[config.mk]
export PLATFORM = sky130hd
export DESIGN_NAME = case_fold_substring_search_unit
export DESIGN_NICKNAME = d
export VERILOG_FILES = /design/src/rtl/cfss_pkg.sv /design/src/rtl/cfss_needle_row.sv /design/src/rtl/cfss_match.sv /design/src/rtl/case_fold_substring_search_unit.sv
export SDC_FILE = /design/constraint.sdc
export NUM_CORES = 1
export LEC_CHECK = 0
export BUFFER_PORTS_ARGS = -buffer_cell sky130_fd_sc_hd__buf_2
export CORE_MARGIN = 5
export CORE_UTILIZATION = 44
export DETAILED_ROUTE_END_ITERATION = 12
export GPL_TIMING_DRIVEN = 0
export REMOVE_ABC_BUFFERS = 1
export SLEW_MARGIN = 30
export SYNTH_ARGS = -nofsm -noshare
export SYNTH_HDL_FRONTEND = slang
export SYNTH_HIERARCHICAL = 1
export SYNTH_SLANG_ARGS = --single-unit
[constraint.sdc]
create_clock -name clk -period 9.43 [get_ports clk]
set_clock_uncertainty 0.2 [all_clocks]
set_input_delay 0.4715 -clock clk [delete_from_list [all_inputs] [get_ports clk]]
set_output_delay 0.4715 -clock clk [all_outputs]
set_load 0.005 [all_outputs]
[src/rtl/cfss_pkg.sv]
`timescale 1ns / 1ps
`default_nettype none

package cfss_pkg;

  // Needle store depth and derived widths
  localparam int MAX_NEEDLE = 64;
  localparam int IDX_W      = (MAX_NEEDLE > 1) ? $clog2(MAX_NEEDLE) : 1;
  localparam int LEN_W      = $clog2(MAX_NEEDLE + 1);

  // Fixed field widths
  localparam int OP_W     = 2;
  localparam int POS_W    = 6;
  localparam int BYTE_W   = 8;
  localparam int CFG_LEN_W = 7;

  // Case folding: lower-case ASCII letters map onto upper case
  localparam logic [BYTE_W-1:0] FOLD_BASE = 8'h60;
  localparam logic [BYTE_W-1:0] FOLD_STEP = 8'd32;
  localparam logic [BYTE_W-1:0] ALPHA_CNT = 8'd26;

  typedef enum logic [OP_W-1:0] {
    OP_LOAD = 2'd0,
    OP_FEED = 2'd1,
    OP_END  = 2'd2,
    OP_NONE = 2'd3
  } op_t;

  // Strobes from the item stage into the match unit
  typedef struct packed {
    logic feed;
    logic finish;
  } cfss_ctrl_t;

  function automatic logic [BYTE_W-1:0] fold_byte(input logic [BYTE_W-1:0] c);
    logic [BYTE_W-1:0] k;
    k = c - FOLD_BASE;
    if ((k >= 8'd1) && (k <= ALPHA_CNT)) begin
      return c - FOLD_STEP;
    end
    return c;
  endfunction

endpackage

`default_nettype wire

[src/rtl/cfss_needle_row.sv]
`timescale 1ns / 1ps
`default_nettype none

module cfss_needle_row
  import cfss_pkg::*;
(
  input  wire logic                  clk,
  input  wire logic                  wr_en,
  input  wire logic [IDX_W-1:0]      wr_idx,
  input  wire logic [BYTE_W-1:0]     wr_byte,
  input  wire logic [BYTE_W-1:0]     cmp_byte,
  output logic      [MAX_NEEDLE-1:0] hit
);

  // One folded needle byte per lane; each lane compares at its own place
  logic [BYTE_W-1:0] needle_r [MAX_NEEDLE];

  always_ff @(posedge clk) begin
    if (wr_en) begin
      needle_r[wr_idx] <= fold_byte(wr_byte);
    end
  end

  always_comb begin
    for (int i = 0; i < MAX_NEEDLE; i++) begin
      hit[i] = (needle_r[i] == cmp_byte);
    end
  end

endmodule

`default_nettype wire

[src/rtl/cfss_match.sv]
`timescale 1ns / 1ps
`default_nettype none

module cfss_match
  import cfss_pkg::*;
(
  input  wire logic                  clk,
  input  wire logic                  rst_n,
  input  wire cfss_ctrl_t            ctrl,
  input  wire logic [MAX_NEEDLE-1:0] hit,
  input  wire logic [LEN_W-1:0]      len_u,
  output logic                       found
);

  logic [MAX_NEEDLE-1:0] pm_r;
  logic [MAX_NEEDLE-1:0] pm_nxt;
  logic                  seen_r;
  logic                  seen_nxt;
  logic [MAX_NEEDLE-1:0] feed_vec;
  logic [MAX_NEEDLE-1:0] last_mask;

  // Shift-and step: lane i extends the run that ended in lane i-1
  always_comb begin
    for (int i = 0; i < MAX_NEEDLE; i++) begin
      last_mask[i] = (len_u == LEN_W'(i + 1));
      if (i == 0) begin
        feed_vec[i] = (LEN_W'(i) < len_u) && hit[i];
      end else begin
        feed_vec[i] = (LEN_W'(i) < len_u) && pm_r[i-1] && hit[i];
      end
    end
  end

  always_comb begin
    pm_nxt   = pm_r;
    seen_nxt = seen_r;
    if (ctrl.finish) begin
      pm_nxt   = '0;
      seen_nxt = 1'b0;
    end else if (ctrl.feed) begin
      pm_nxt   = feed_vec;
      seen_nxt = seen_r | (|(feed_vec & last_mask));
    end
  end

  always_ff @(posedge clk) begin
    if (!rst_n) begin
      pm_r   <= '0;
      seen_r <= 1'b0;
    end else begin
      pm_r   <= pm_nxt;
      seen_r <= seen_nxt;
    end
  end

  assign found = (len_u == '0) || seen_r;

  a_finish_clears: assert property (@(posedge clk) disable iff (!rst_n)
    ctrl.finish |=> (pm_r == '0) && !seen_r)
    else $error("match state not cleared after end of haystack");

  a_seen_from_feed: assert property (@(posedge clk) disable iff (!rst_n)
    $rose(seen_r) |-> $past(ctrl.feed))
    else $error("match flag set without a haystack byte");

  a_one_strobe: assert property (@(posedge clk) disable iff (!rst_n)
    !(ctrl.feed && ctrl.finish))
    else $error("feed and finish strobes together");

endmodule

`default_nettype wire

[src/rtl/case_fold_substring_search_unit.sv]
`timescale 1ns / 1ps
`default_nettype none

// Channel  | handshake              | beat contents
// ---------+------------------------+---------------------------------------
// in_      | in_valid / in_ready    | in_opcode, in_position, in_data_byte
// out_     | out_valid / out_ready  | out_found (one beat per end of haystack)
// config   | APB psel/penable/...   | reg 0 at byte 0: needle_length [6:0]
//
// Each item sits in the item register and retires unless it is an end beat
// held by a full result slot; otherwise one haystack byte is taken per clock.
// Lane compares against all needle bytes run in parallel, so rate is set by
// the single item register stage and the output register, not by length.
// Only end-of-haystack beats wait on out_ready; other opcodes never stall.
// rst_n is synchronous: it clears valid flags, length and match state; the
// needle store is not cleared and must be loaded before use.

module case_fold_substring_search_unit
  import cfss_pkg::*;
(
  input  wire logic                 clk,
  input  wire logic                 rst_n,
  // input channel
  input  wire logic                 in_valid,
  output logic                      in_ready,
  input  wire logic [OP_W-1:0]      in_opcode,
  input  wire logic [POS_W-1:0]     in_position,
  input  wire logic [BYTE_W-1:0]    in_data_byte,
  // result channel
  output logic                      out_valid,
  input  wire logic                 out_ready,
  output logic                      out_found,
  // configuration port
  input  wire logic                 psel,
  input  wire logic                 penable,
  input  wire logic                 pwrite,
  input  wire logic [2:0]           paddr,
  input  wire logic [31:0]          pwdata,
  output logic      [31:0]          prdata,
  output logic                      pready
);

  localparam int CMP_W = (LEN_W > CFG_LEN_W) ? LEN_W : CFG_LEN_W;
  localparam int PCMP_W = (IDX_W + 1 > POS_W + 1) ? IDX_W + 1 : POS_W + 1;

  // Item register
  logic              item_vld_r;
  op_t               item_op_r;
  logic [POS_W-1:0]  item_pos_r;
  logic [BYTE_W-1:0] item_byte_r;

  // Result register
  logic              out_vld_r;
  logic              out_vld_nxt;
  logic              out_found_r;

  logic [CFG_LEN_W-1:0] needle_length_r;

  logic              item_adv;
  logic              in_take;
  logic              cfg_wr;
  logic              reg_sel;
  cfss_ctrl_t        ctrl;
  logic [LEN_W-1:0]  len_u;
  logic [CMP_W-1:0]  len_cmp;
  logic [PCMP_W-1:0] pos_cmp;
  logic              wr_en;
  logic [MAX_NEEDLE-1:0] hit;
  logic              found;

  // Retire the held item unless it is an end beat and the result slot is full
  assign item_adv = item_vld_r &&
                    ((item_op_r != OP_END) || !out_vld_r || out_ready);
  assign in_ready = !item_vld_r || item_adv;
  assign in_take  = in_valid && in_ready;

  always_ff @(posedge clk) begin
    if (!rst_n) begin
      item_vld_r <= 1'b0;
    end else if (in_ready) begin
      item_vld_r <= in_valid;
    end
  end

  // Payload: load on accept, hold otherwise
  always_ff @(posedge clk) begin
    if (in_take) begin
      item_op_r   <= op_t'(in_opcode);
      item_pos_r  <= in_position;
      item_byte_r <= in_data_byte;
    end
  end

  // Length register; values above the store depth act as full depth
  assign reg_sel = (paddr[2] == 1'b0);
  assign cfg_wr  = psel && penable && pwrite && pready && reg_sel;
  assign pready  = 1'b1;
  assign prdata  = reg_sel ? {{(32 - CFG_LEN_W){1'b0}}, needle_length_r} : '0;

  always_ff @(posedge clk) begin
    if (!rst_n) begin
      needle_length_r <= '0;
    end else if (cfg_wr) begin
      needle_length_r <= pwdata[CFG_LEN_W-1:0];
    end
  end

  assign len_cmp = CMP_W'(needle_length_r);
  assign len_u   = (len_cmp > CMP_W'(MAX_NEEDLE)) ? LEN_W'(MAX_NEEDLE)
                                                  : LEN_W'(len_cmp);

  // Drop needle writes that fall outside the store
  assign pos_cmp = PCMP_W'(item_pos_r);
  assign wr_en   = item_adv && (item_op_r == OP_LOAD) &&
                   (pos_cmp < PCMP_W'(MAX_NEEDLE));

  assign ctrl.feed   = item_adv && (item_op_r == OP_FEED);
  assign ctrl.finish = item_adv && (item_op_r == OP_END);

  cfss_needle_row u_row (
    .clk      (clk),
    .wr_en    (wr_en),
    .wr_idx   (pos_cmp[IDX_W-1:0]),
    .wr_byte  (item_byte_r),
    .cmp_byte (fold_byte(item_byte_r)),
    .hit      (hit)
  );

  cfss_match u_match (
    .clk   (clk),
    .rst_n (rst_n),
    .ctrl  (ctrl),
    .hit   (hit),
    .len_u (len_u),
    .found (found)
  );

  // Result slot: advance on take, reload on a retiring end beat
  always_comb begin
    out_vld_nxt = out_vld_r;
    if (out_vld_r && out_ready) begin
      out_vld_nxt = 1'b0;
    end
    if (ctrl.finish) begin
      out_vld_nxt = 1'b1;
    end
  end

  always_ff @(posedge clk) begin
    if (!rst_n) begin
      out_vld_r <= 1'b0;
    end else begin
      out_vld_r <= out_vld_nxt;
    end
  end

  always_ff @(posedge clk) begin
    if (ctrl.finish) begin
      out_found_r <= found;
    end
  end

  assign out_valid = out_vld_r;
  assign out_found = out_found_r;

  a_no_stall_other: assert property (@(posedge clk) disable iff (!rst_n)
    (item_vld_r && (item_op_r != OP_END)) |-> in_ready)
    else $error("non-end beat stalled the input");

  a_end_gives_result: assert property (@(posedge clk) disable iff (!rst_n)
    ctrl.finish |=> out_valid)
    else $error("end beat retired without a result");

  a_end_blocked: assert property (@(posedge clk) disable iff (!rst_n)
    (item_vld_r && (item_op_r == OP_END) && out_vld_r && !out_ready) |-> !in_ready)
    else $error("input accepted while end beat is blocked");

endmodule

`default_nettype wire
# Yosys cells after proc, flatten, opt, wreduce, memory -nomap -nowiden
# Memories as Yosys holds them, arrays and structs flattened.
# Index checks and enable logic that the tools add are counted.
# totals
output_inout_bits,36
ramBits,512
memories,1
reg_bits,90
in_bits,58
# classes
n_reduce_logical,149
addsub,2
n_bitwise,4
eq_ne,131
n_lt_le_gt_ge,68
mux,12
# memory_table
name,depth,width,read_ports,rd_ports_with_merged_regs,wr,line,text
u_row.needle_r,64,8,64,0,1,cfss_needle_row.sv:16,logic [BYTE_W-1:0] needle_r [MAX_NEEDLE];
# ops
operator,count
$eq A8 B8 Y1,64
$eq A7 B6 Y1 const B,32
$lt A6 B7 Y1 const A,32
$logic_and A1 B1 Y1,138
$eq A7 B5 Y1 const B,16
$lt A5 B7 Y1 const A,16
$and A64 B64 Y64,1
$reduce_or A64 Y1,1
$eq A7 B4 Y1 const B,8
$lt A4 B7 Y1 const A,8
$mux W8,4
$eq A7 B3 Y1 const B,4
$lt A3 B7 Y1 const A,4
$eq A7 B2 Y1 const B,2
$lt A1 B7 Y1 const A,2
$lt A2 B7 Y1 const A,2
$mux W7,2
$ge A8 B1 Y1 const B,1
$le A8 B5 Y1 const B,1
$sub A8 B6 Y8 const B,1
$sub A8 B7 Y8 const B,1
$eq A7 B1 Y1 const B,1
$eq A7 B7 Y1 const B,1
$gt A7 B7 Y1 const B,1
13 further kinds,23

# Longest topological paths before layout
# Gate-level depths: netlist of run 1.
# logic_depth
depth_word,10
depth_mapped,17

# Hierarchy
# The synthesis of run 1 kept the hierarchy.
# modules_own_cells
mod,area_per_inst_um2,n_inst,cells_per_inst
cfss_needle_row,21724.6,1,1387
cfss_match,3968.8,1,535
case_fold_substring_search_unit,1283.7,1,112

# Least setup slack after synthesis of run 1
# Ideal clock, no wire load.
# synth_path
path_kind,register to register
start,register item_byte_r[3]
end,memory u_row.needle_r[0][6] (data pin)
n_path_buf,0
synth_period_minus_slack_ns,4.958
slack_ns,4.472
required_ns,8.528
path_stages_with_launch,4
arrival_ns,4.056
setup_time_ns,0.702
path_cell_list,edfxtp_1 -> or4_4 -> nor3_4 -> o21ai_0
# synth_between
elab_chain_len,7
# synth_rtl
element,line,text
from (decl),case_fold_substring_search_unit.sv:50,logic [BYTE_W-1:0] item_byte_r;
from (signal assigned),case_fold_substring_search_unit.sv:90,item_byte_r <= in_data_byte;
$sub A8 B7 Y8,cfss_pkg.sv:37,k = c - FOLD_BASE;
$ge A8 B1 Y1 or $le A8 B5 Y1 (tied branches),cfss_pkg.sv:38,if ((k >= 8'd1) && (k <= ALPHA_CNT)) begin
$logic_and A1 B1 Y1,cfss_pkg.sv:38,
$mux W1,cfss_pkg.sv:38,
$mux W1,cfss_needle_row.sv:19,if (wr_en) begin
$mux W8 *,cfss_pkg.sv:41,return c;
$mux W8 *,cfss_needle_row.sv:19,
to (decl),cfss_needle_row.sv:16,
# Mark *: on every way between the ends. The rest lies on a longest branch, timed or not. The select of a mux whose other input is x is not followed.

# Worst setup path in the final report of run 1
# layout_path
start,register item_byte_r[0]
end,register u_match.seen_r
# layout_between
elab_chain_len,10
# layout_rtl
element,line,text
$sub A8 B7 Y8,cfss_pkg.sv:37,
$ge A8 B1 Y1 or $le A8 B5 Y1 (tied branches),cfss_pkg.sv:38,
$logic_and A1 B1 Y1,cfss_pkg.sv:38,
$mux W1,cfss_pkg.sv:38,
$mux W8 *,cfss_pkg.sv:41,
$eq A8 B8 Y1 *,cfss_needle_row.sv:26,hit[i] = (needle_r[i] == cmp_byte);
named net hit[52],case_fold_substring_search_unit.sv:68,logic [MAX_NEEDLE-1:0] hit;
$logic_and A1 B1 Y1 *,cfss_match.sv:29,feed_vec[i] = (LEN_W'(i) < len_u) && pm_r[i-1] && hit[i];
$and A64 B64 Y64 *,cfss_match.sv:42,seen_nxt = seen_r | (|(feed_vec & last_mask));
$reduce_or A64 Y1 *,cfss_match.sv:42,
$or A1 B1 Y1 *,cfss_match.sv:42,
to (signal assigned),cfss_match.sv:52,seen_r <= seen_nxt;
to (decl),cfss_match.sv:17,logic seen_r;
# The timed path passes the listed nets; every way through them passes the cells marked *. The select of a mux whose other input is x is not followed.
# A chain may end at the register's enable or synchronous reset.

==> results.md, run 1 <==
* Clock Latency Late Sink at 0.63 ns
* NumNets Final at 2,207
* Reg clk slew, reported paths at 0.06 ns
* Hpwl dp at 42,700 um
* Core area at 0.0606 mm^2
* Initial Util at 44.5%
* Status: complete, no violations
* Most used DFF post-synth: edfxtp_1
* Port Buffers at 40
* Synth Warn # at 6
* Hold slack at 0.199 ns
* PwrDens at 182 mW/mm^2
* Final-layout fill cell count at 5,007
* GRT overflow at 0
* Setup crit start: item_byte_r[0]
* First-pass GRT wire length at 98,000 um
* Routed len/inst at 21.2 um
* VDD IR max at 203 uV
* Max Fclk at 0.225 GHz
* Maxcap violations at 0
* Rows at 90
* CTS Hold Bufs at 34
* Post-CTS resize count at 0
* Clock share of power at 41.9%
* Cts bufs inserted at 61
* Via count at 16,062
* End point of the critical path: u_match/seen_r
* Number of global-route vias before repair at 15,996
* CP Launch Type: flop
* Layout cells sized above 1 at 11.9%
* Area growth from synthesis to layout at 16.9%
* Critical Path RT at 9.78 ns
* FF/Latch Area at 0.0173 mm^2
* Sink Count at 602
* Final Critical Period at 4.45 ns
* 1st-pass router iterations at 6
* Cells on worst reg2reg path at 16
* Via density at 5.39
* Post-DRT Antenna Nets at 0
* Pin count of the biggest net entering global routing at 65
* Seq/Total Area, Yosys at 64.3%
* Yosys reg bits at 602
* Syn_area_per_cell at 13.3 um^2
* Max-slew violation count at 0
* CP endpoint kind: flop
* Hold Crit Class: input pin to flop
* Clock tree from TritonCTS: built
* Final core utilization at 52.1%
* R2R Path Start: item_byte_r[0]
* Cell with the most instances after synthesis: edfxtp_1
* Leak Pwr at 0.00954 uW
* Period utilization at 47.1%
* Comb power frac at 7.3%
* Post-CTS setup buffer count at 0
* Worst-path maximum fanout at 14
* R2R Setup Slk at 4.98 ns
* Drt drc at 0
* Area occupied by multi-input gates at 0.00908 mm^2
* FF-to-FF End: u_match/seen_r
* Initial drt markers at 1,347
* H-tree depth at 2
* Cells after Synth at 2,034
* Tot GR Track Use at 18.8%
* Die Area at 0.0664 mm^2
* Syn Std Cell Area at 0.0270 mm^2
* GPL Wtd Cong at 0.926
* Post-synth EDFFs at 529
* Root buf cell: clkbuf_16
* Post-synth top cells: edfxtp_1 (529), xnor2_1 (512), nor2_1 (181)
* Final WL at 63,200 um
* Synth top area share at 58.9%
* Yosys top cell by area: edfxtp_1
* Arrival time at the worst endpoint at 4.80 ns
* Least-Margin Pin Slew at 0.974 ns
* Critical path class: flop to flop
* Seq pwr share at 50.8%
* Ranking of synthesized cells by area: edfxtp_1 (59%), xnor2_1 (17%), dfxtp_1 (5.4%)
* Final setup fails at 0
* Switching Fraction at 21.9%
* Worst slew margin at 34.9%
* I/O pin count at 94
* Final Hold Fails at 0
* Internal power at 4490 uW
* Unique masters post-synth at 73
* Total power at 5750 uW
* Antenna violations before repair at 2
* Switch Pwr at 1260 uW
* Die W at 258 um
* Unrepaired setup endpoints after global routing: false
* Maximum clock insertion buffer count at 3
* Die height at 258 um
* Async set-reset flop share out of synthesis at 0%
power by group through the flow:
stage               clock, uW  combinational, uW  sequential (uW)
floorplan                   0                207             3010
global placement            0                296             3050
detailed placement          0                413             2980
CTS                      2460                424             2920
global route             2580                452             2920
finish                   2410                419             2920
cell type report:
class / count / area share (%)
Antenna cell: 1 / 0.00793
Inverter: 13 / 0.163
Timing Repair Buffer: 161 / 6.50
Tap cell: 782 / 3.10
Sequential cell: 602 / 55.0
Multi-Input combinational cell: 1306 / 28.8
Clock inverter: 42 / 1.18
Clock buffer: 74 / 5.26
cells by family after synthesis:
| logic type | after synthesis | synth area share [%] |
|---|---|---|
| xor gates and xnor gates | 516 | 16.8 |
| muxes | 20 | 0.742 |
| other | 2 | 0.0278 |
| adders and majority gates | 4 | 0.186 |
| DFF | 602 | 64.3 |
| AOI/OAI and AO/OA | 164 | 3.81 |
| buffers and inverters | 150 | 2.94 |
| and+or+nand+nor | 576 | 11.2 |
sequential cells by signal, summed over array words and instances (netlist names):
| signal | count |
|---|---|
| out_valid | 1 |
| len_cmp | 7 |
| u_row/needle_r | 512 |
| u_match/pm_r | 63 |
| item_byte_r | 8 |
| item_op_r | 2 |
| item_pos_r | 6 |
| u_match/seen_r | 1 |
| item_vld_r | 1 |
| out_found | 1 |
worst min path at each step:
stage                           from          endpoint  slack (ns)  depth (start not counted)
floorplan           u_match/pm_r[13]  u_match/pm_r[13]        0.24                          2
global placement    u_match/pm_r[10]  u_match/pm_r[10]        0.25                          2
CTS                        out_ready         out_found        0.18                          3
global route               out_ready         out_found        0.24                          3
detailed placement  u_match/pm_r[10]  u_match/pm_r[10]        0.25                          2
finish                     out_ready         out_found        0.20                          3
metrics by stage:
| step | std cells | worst slack [ns] | instance area (um^2) | setup TNS (ns) |
|---|---|---|---|---|
| 6_report | 2981 | 4.98 | 31500 | 0 |
| 3_3_place_gp | 2743 | -6.04 | 27500 | -962.46 |
| 5_1_grt | 2981 | 4.78 | 31500 | 0 |
| 3_5_place_dp | 2830 | 5.00 | 29200 | 0 |
| 4_1_cts | 2980 | 4.99 | 31500 | 0 |
| 2_1_floorplan | 1921 | -0.260 | 26300 | -0.260 |
routing by layer:
layer / vias up / GRT usage [%] / part of all wire, % / wire length (um)
li1: 7520 / - / - / -
met1: 8014 / 26.9 / 46 / 28900
met2: 432 / 30.7 / 47 / 29800
met3: 96 / 2.94 / 5.0 / 3180
met4: 0 / 4.35 / 2.2 / 1380
met5: - / 0 / 0 / 0
cell usage in the layout (no fill, tap or decap), types with 7 or more instances in the layout:
master / netlist / layout
a211oi_1: 20 / 20
a21oi_1: 71 / 70
buf_16: 0 / 25
buf_2: 72 / 40
buf_6: 3 / 32
buf_8: 0 / 28
clkbuf_1: 24 / 8
clkbuf_16: 0 / 64
clkinv_1: 0 / 12
clkinv_2: 0 / 15
conb_1: 2 / 26
dfxtp_1: 73 / 72
dlygate4sd3_1: 0 / 34
edfxtp_1: 529 / 529
inv_1: 12 / 12
mux2i_1: 20 / 20
nand2_1: 101 / 101
nand2b_1: 8 / 7
nand3_1: 25 / 24
nand3b_1: 7 / 7
nand4_1: 160 / 160
nor2_1: 181 / 177
nor2b_1: 28 / 21
nor4_1: 7 / 7
o2111ai_1: 13 / 13
o21ai_0: 27 / 25
xnor2_1: 512 / 512
critical path, cell delays in order, from the launching register on:
cell and delay (ns):
edfxtp_1 0.57, buf_6 0.25, a21oi_1 0.15, o2111ai_1 0.16, a211oi_2 0.39, xor2_4 0.43, buf_8 0.23, buf_16 0.18
xnor2_1 0.13, nand4_1 0.10, nor2_1 0.23, nand2_1 0.10, a211oi_1 0.50, nand3_1 0.22, o2111ai_1 0.21, nor4b_2 0.09
a31oi_1 0.21
Power figures use the tool's default switching activity.
==> run 2, diff against run 1 <==
==> constraint.sdc (replaced) <==
create_clock -name clk -period 3.9 [get_ports clk]
set_clock_uncertainty 0.2 [all_clocks]
set_input_delay 0.195 -clock clk [delete_from_list [all_inputs] [get_ports clk]]
set_output_delay 0.195 -clock clk [all_outputs]
set_load 0.005 [all_outputs]
==> results.md, run 2 (synthesis results as in run 1) <==
* Status: finished, violations left
* Violated checks: setup timing
* Die height at 258 um
* Crit-path cells: ha_2 > xor2_1 > o2111ai_2 > a211oi_4 > xor2_4 > buf_8 > buf_16 > buf_16 > xnor2_1 > nand4_1 > nor2_2 > nand4b_1 > a21boi_0 > o21ai_0 > a21oi_1 > a311oi_1 > a31oi_1
* Final Critical Period at 3.98 ns
* Arrival time at the worst endpoint at 4.34 ns
* R2R Setup Slk at -0.08 ns
* Worst-path maximum fanout at 12
* Worst slew margin at 35.0%
* Maximum clock insertion buffer count at 3
* Clock tree from TritonCTS: built
* Initial drt markers at 1,438
* Family with the most delay on the worst path: compound AO/OA/AOI/OAI gates
* CP max stage cell: edfxtp_1
* Pin count of the biggest net entering global routing at 65
* GPL Wtd Cong at 0.926
* Final core utilization at 52.5%
* Reg clk slew, reported paths at 0.06 ns
* Layout cells sized above 1 at 13.8%
* Hold slack at 0.0807 ns
* Critical Path RT at 4.25 ns
* Drt drc at 0
* Sink Count at 602
* Final WL at 64,300 um
* Routed len/inst at 21.4 um
* NumNets Final at 2,234
* Switch Pwr at 3070 uW
* Seq pwr share at 50.6%
* I/O pin count at 94
* Die Area at 0.0664 mm^2
* Clock Latency Late Sink at 0.63 ns
* TNS Setup at -0.0839 ns
* FF/Latch Area at 0.0173 mm^2
* Commonest non-fill, non-tap cell in the layout: edfxtp_1
* Via count at 16,241
* Cts bufs inserted at 61
* Unrepaired setup endpoints after global routing: true
* Max Fclk at 0.251 GHz
* Area growth from synthesis to layout at 18.0%
* 1st-pass router iterations at 6
* Worst Path Buf+Inv at 3
* Rows at 90
* Hpwl dp at 42,700 um
* Pre-CTS setup slack at -0.531 ns
* Root buf cell: clkbuf_16
* Max-slew violation count at 0
* GRT overflow at 0
* PwrDens at 438 mW/mm^2
* Final-layout fill cell count at 4,970
* Port Buffers at 40
* Post-DRT Antenna Nets at 0
* Clock share of power at 41.8%
* Crit-path most repeated cell: buf_16
* Number of global-route vias before repair at 16,039
* Via density at 5.40
* Max incr delay on CP at 0.47 ns
* Maxcap violations at 0
* Die W at 258 um
* Leak Pwr at 0.00968 uW
* Area occupied by multi-input gates at 0.00916 mm^2
* Core area at 0.0606 mm^2
* Top reg by flops: u_row/needle_r
* Internal power at 10,900 uW
* Switching Fraction at 22.0%
* First-pass GRT wire length at 99,000 um
* Hold Crit Class: input pin to flop
* Antenna violations before repair at 2
* Number of flip-flops in the largest register at 512
* CP Launch Type: flop
* Initial Util at 44.5%
* Tot GR Track Use at 19.0%
* Period utilization at 102%
* Biggest regs: u_row/needle_r: 512 flops, u_match/pm_r: 63 flops, item_byte_r: 8 flops
* Setup ws final at -0.0839 ns
* H-tree depth at 2
* Critical path class: flop to flop
* CP endpoint kind: flop
* Comb power frac at 7.6%
* Least-Margin Pin Slew at 0.972 ns
* VDD IR max at 493 uV
* Final setup fails at 1
* Final Hold Fails at 0
* Leading cell types in the layout, fill and taps excluded: edfxtp_1 (529), xnor2_1 (511), nor2_1 (171), nand4_1 (160), nand2_1 (100)
run 2: per-layer routing:
metal	vias up	track usage (%)	wire length, um
met3	96	2.91	3400
met5	-	0	0
met4	0	3.98	1290
met2	466	31.2	30500
met1	8104	27.3	29100
li1	7575	-	-
run 2: worst paths after layout:
check / from / endpoint / cells after the start
max reg2reg: item_byte_r[6] / u_match/seen_r / 17
min reg2reg: u_match/pm_r[40] / u_match/pm_r[40] / 2
min: in_position[4] / item_pos_r[4] / 2
max: item_byte_r[6] / u_match/seen_r / 17
run 2: what timing repair did:
action | in CTS | in global routing
pin swaps | 4 | 5
endpoints found under the setup margin | 4 | 1
hold endpoints to repair | 41 | 0
hold buffers | 35 | 0
resized for setup | 6 | 15
buffers inserted | 14 | 12
run 2: worst register-to-register path, delay by kind of cell, from the launching register on:
family	cells	cell delay, ns
flops	1	0.47
compound gates	7	1.44
xor+xnor	3	0.64
simple gates	3	0.44
buf+inv	3	0.50
fa+ha+maj	1	0.23
run 2: cell type report:
| cell class | count | share of cell area [%] |
|---|---|---|
| Antenna cell | 1 | 0.00786 |
| Clock buffer | 74 | 5.21 |
| Clock inverter | 42 | 1.17 |
| Inverter | 13 | 0.161 |
| Multi-Input combinational cell | 1306 | 28.8 |
| Sequential cell | 602 | 54.5 |
| Tap cell | 782 | 3.07 |
| Timing Repair Buffer | 188 | 7.08 |
run 2: per-stage QoR:
stage,power (uW),cell area (um^2),std cells
after floorplan,7790,26300,1921
after global placement,8100,27500,2743
after detailed placement,8200,29200,2830
after CTS,14100,31700,2995
after global routing,14400,31800,3008
final,13900,31800,3008
run 2: power by group through the flow:
stage | Sequential, uW | Combinational [uW] | Clock, uW
global route | 7050 | 1140 | 6230
finish | 7050 | 1060 | 5820
floorplan | 7290 | 500 | 0
global placement | 7380 | 715 | 0
detailed placement | 7200 | 998 | 0
CTS | 7060 | 1050 | 5950
==> run 3, diff against run 2 <==
--- a/config.mk
+++ b/config.mk
@@ -10,6 +10,7 @@
 export CORE_UTILIZATION = 44
 export DETAILED_ROUTE_END_ITERATION = 12
 export GPL_TIMING_DRIVEN = 0
+export PLACE_DENSITY_LB_ADDON = 0.3
 export REMOVE_ABC_BUFFERS = 1
 export SLEW_MARGIN = 30
 export SYNTH_ARGS = -nofsm -noshare
==> results.md, run 3 (synthesis results as in run 1) <==
* Max-slew violation count at 0
* Final setup fails at 0
* Hold Crit Class: input pin to flop
* Final-layout fill cell count at 4,927
* R2R Path Start: item_byte_r[5]
* Pre-CTS setup slack at -0.792 ns
* TNS Setup at 0 ns
* Commonest non-fill, non-tap cell in the layout: edfxtp_1
* Die height at 258 um
* Design area at 0.0321 mm^2
* Leading cell types in the layout, fill and taps excluded: edfxtp_1 (529), xnor2_1 (512), nor2_1 (168), nand4_1 (160), nand2_1 (99)
* Drt drc at 0
* Cts bufs inserted at 66
* Post-DRT Antenna Nets at 0
* Sink Count at 602
* Layout cells sized above 1 at 14.7%
* Setup ws final at 0.00640 ns
* GPL Wtd Cong at 0.924
* Top reg by flops: u_row/needle_r
* Dpl cell area at 0.0291 mm^2
* Area growth from synthesis to layout at 19.1%
* Critical Path RT at 4.21 ns
* 1st-pass router iterations at 5
* H-tree depth at 3
* Pin count of the biggest net entering global routing at 65
* GRT overflow at 0
* Max Fclk at 0.257 GHz
* I/O pin count at 94
* Rows at 90
* R2R Setup Slk at 0.006 ns
* Worst hold endpoint: u_match/pm_r[56]
* Antenna violations before repair at 1
* CP max stage cell: or4b_4
* Hpwl dp at 41,800 um
* FF/Latch Area at 0.0174 mm^2
* Worst slew margin at 35.9%
* Leak Pwr at 0.00978 uW
* Root buf cell: clkbuf_16
* Via density at 5.45
* Core area at 0.0606 mm^2
* Biggest regs: u_row/needle_r: 512 flops, u_match/pm_r: 63 flops, item_byte_r: 8 flops
* Initial drt markers at 1,337
* Port Buffers at 40
* Least-Margin Pin Slew at 0.955 ns
* Area occupied by multi-input gates at 0.00926 mm^2
* Status: complete, no violations
* Die W at 258 um
* Hold path depth at 3
* Crit-path cells: ha_2 > xor2_2 > o2111ai_4 > a211oi_4 > xor2_4 > buf_12 > buf_16 > xnor2_1 > nand4_1 > nor2_2 > nand2_2 > or4b_4 > a21oi_2 > a21o_1 > a311oi_1 > a31oi_1
* Number of global-route vias before repair at 16,511
* Die Area at 0.0664 mm^2
* CP endpoint kind: flop
* Routed len/inst at 21.1 um
* Final Critical Period at 3.89 ns
* Arrival time at the worst endpoint at 4.20 ns
* VDD IR max at 409 uV
* Final WL at 63,700 um
* Ant diodes at 0
* Dpl cells at 2,826
* Initial Util at 44.5%
* Max incr delay on CP at 0.51 ns
* Cells on worst reg2reg path at 16
* CP Launch Type: flop
* Unrepaired setup endpoints after global routing: true
* First-pass GRT wire length at 97,300 um
* Maxcap violations at 0
* Clock Latency Late Sink at 0.59 ns
* PwrDens at 447 mW/mm^2
* NumNets Final at 2,242
* Min-delay src: rst_n
* Maximum clock insertion buffer count at 3
* FF-to-FF End: u_match/seen_r
* Worst-path maximum fanout at 6
* Final core utilization at 53.0%
* Final Hold Fails at 0
* Period utilization at 99.8%
* Via count at 16,446
* Number of flip-flops in the largest register at 512
* Critical path class: flop to flop
* Reg clk slew, reported paths at 0.06 ns
* Tot GR Track Use at 18.7%
* Clock tree from TritonCTS: built
* Final Non-Filler Cells at 3,016
## run 3: routing by layer
| metal | share of wire, % | track usage, % | routed length, um | up-vias |
|---|---|---|---|---|
| li1 | - | - | - | 7585 |
| met1 | 45 | 26.1 | 28600 | 8261 |
| met2 | 47 | 30.1 | 29700 | 473 |
| met3 | 5.7 | 3.82 | 3660 | 127 |
| met4 | 2.8 | 5.44 | 1760 | 0 |
| met5 | 0 | 0 | 0 | - |
## run 3: repair_timing
item	in CTS	in global routing
resized for setup	15	27
pin swaps	9	16
endpoints found under the hold margin	41	0
hold buffers	34	0
setup endpoints to repair	26	2
cloned	0	2
setup buffers	13	21
## run 3: power breakdown
part	internal, uW	switching (uW)	leakage, uW
Clock	3810	2430	0.00108
Sequential	7030	22.0	0.00535
Combinational	473	594	0.00335
## run 3: worst max-delay path: cells and delay by family, from the launching register on
family / cells / cell delay, ns
flip-flops: 1 / 0.44
AO/OA/AOI/OAI: 6 / 1.10
XOR/XNOR: 3 / 0.53
buffers and inverters: 2 / 0.33
adder cells (fa/ha/maj): 1 / 0.24
AND/OR/NAND/NOR: 4 / 0.95
## run 3: worst max path at each step
stage	start	endpoint	slack, ns	cells after the start
after CTS	item_byte_r[3]	u_match/seen_r	0.04	16
after detailed placement	item_byte_r[2]	u_match/seen_r	-0.79	17
final	item_byte_r[5]	u_match/seen_r	0.006	16
after global routing	item_byte_r[5]	u_match/seen_r	-0.15	16
after floorplan	item_byte_r[4]	u_match/seen_r	-5.79	12
after global placement	item_byte_r[1]	u_match/seen_r	-11.63	13
## run 3: layout make-up
cell class	instances	share of cell area, %
Inverter	13	0.160
Tap cell	782	3.05
Timing Repair Buffer	191	7.09
Clock buffer	88	5.89
Clock inverter	34	0.993
Multi-Input combinational cell	1306	28.8
Sequential cell	602	54.0
## run 3: metrics by stage
| step | total power [uW] | hold WS, ns |
|---|---|---|
| floorplan | 7790 | 0.0939 |
| global placement | 8090 | 0.172 |
| detailed placement | 8180 | 0.173 |
| CTS | 14500 | 0.0193 |
| global route | 14900 | 0.0640 |
| finish | 14400 | 0.0466 |
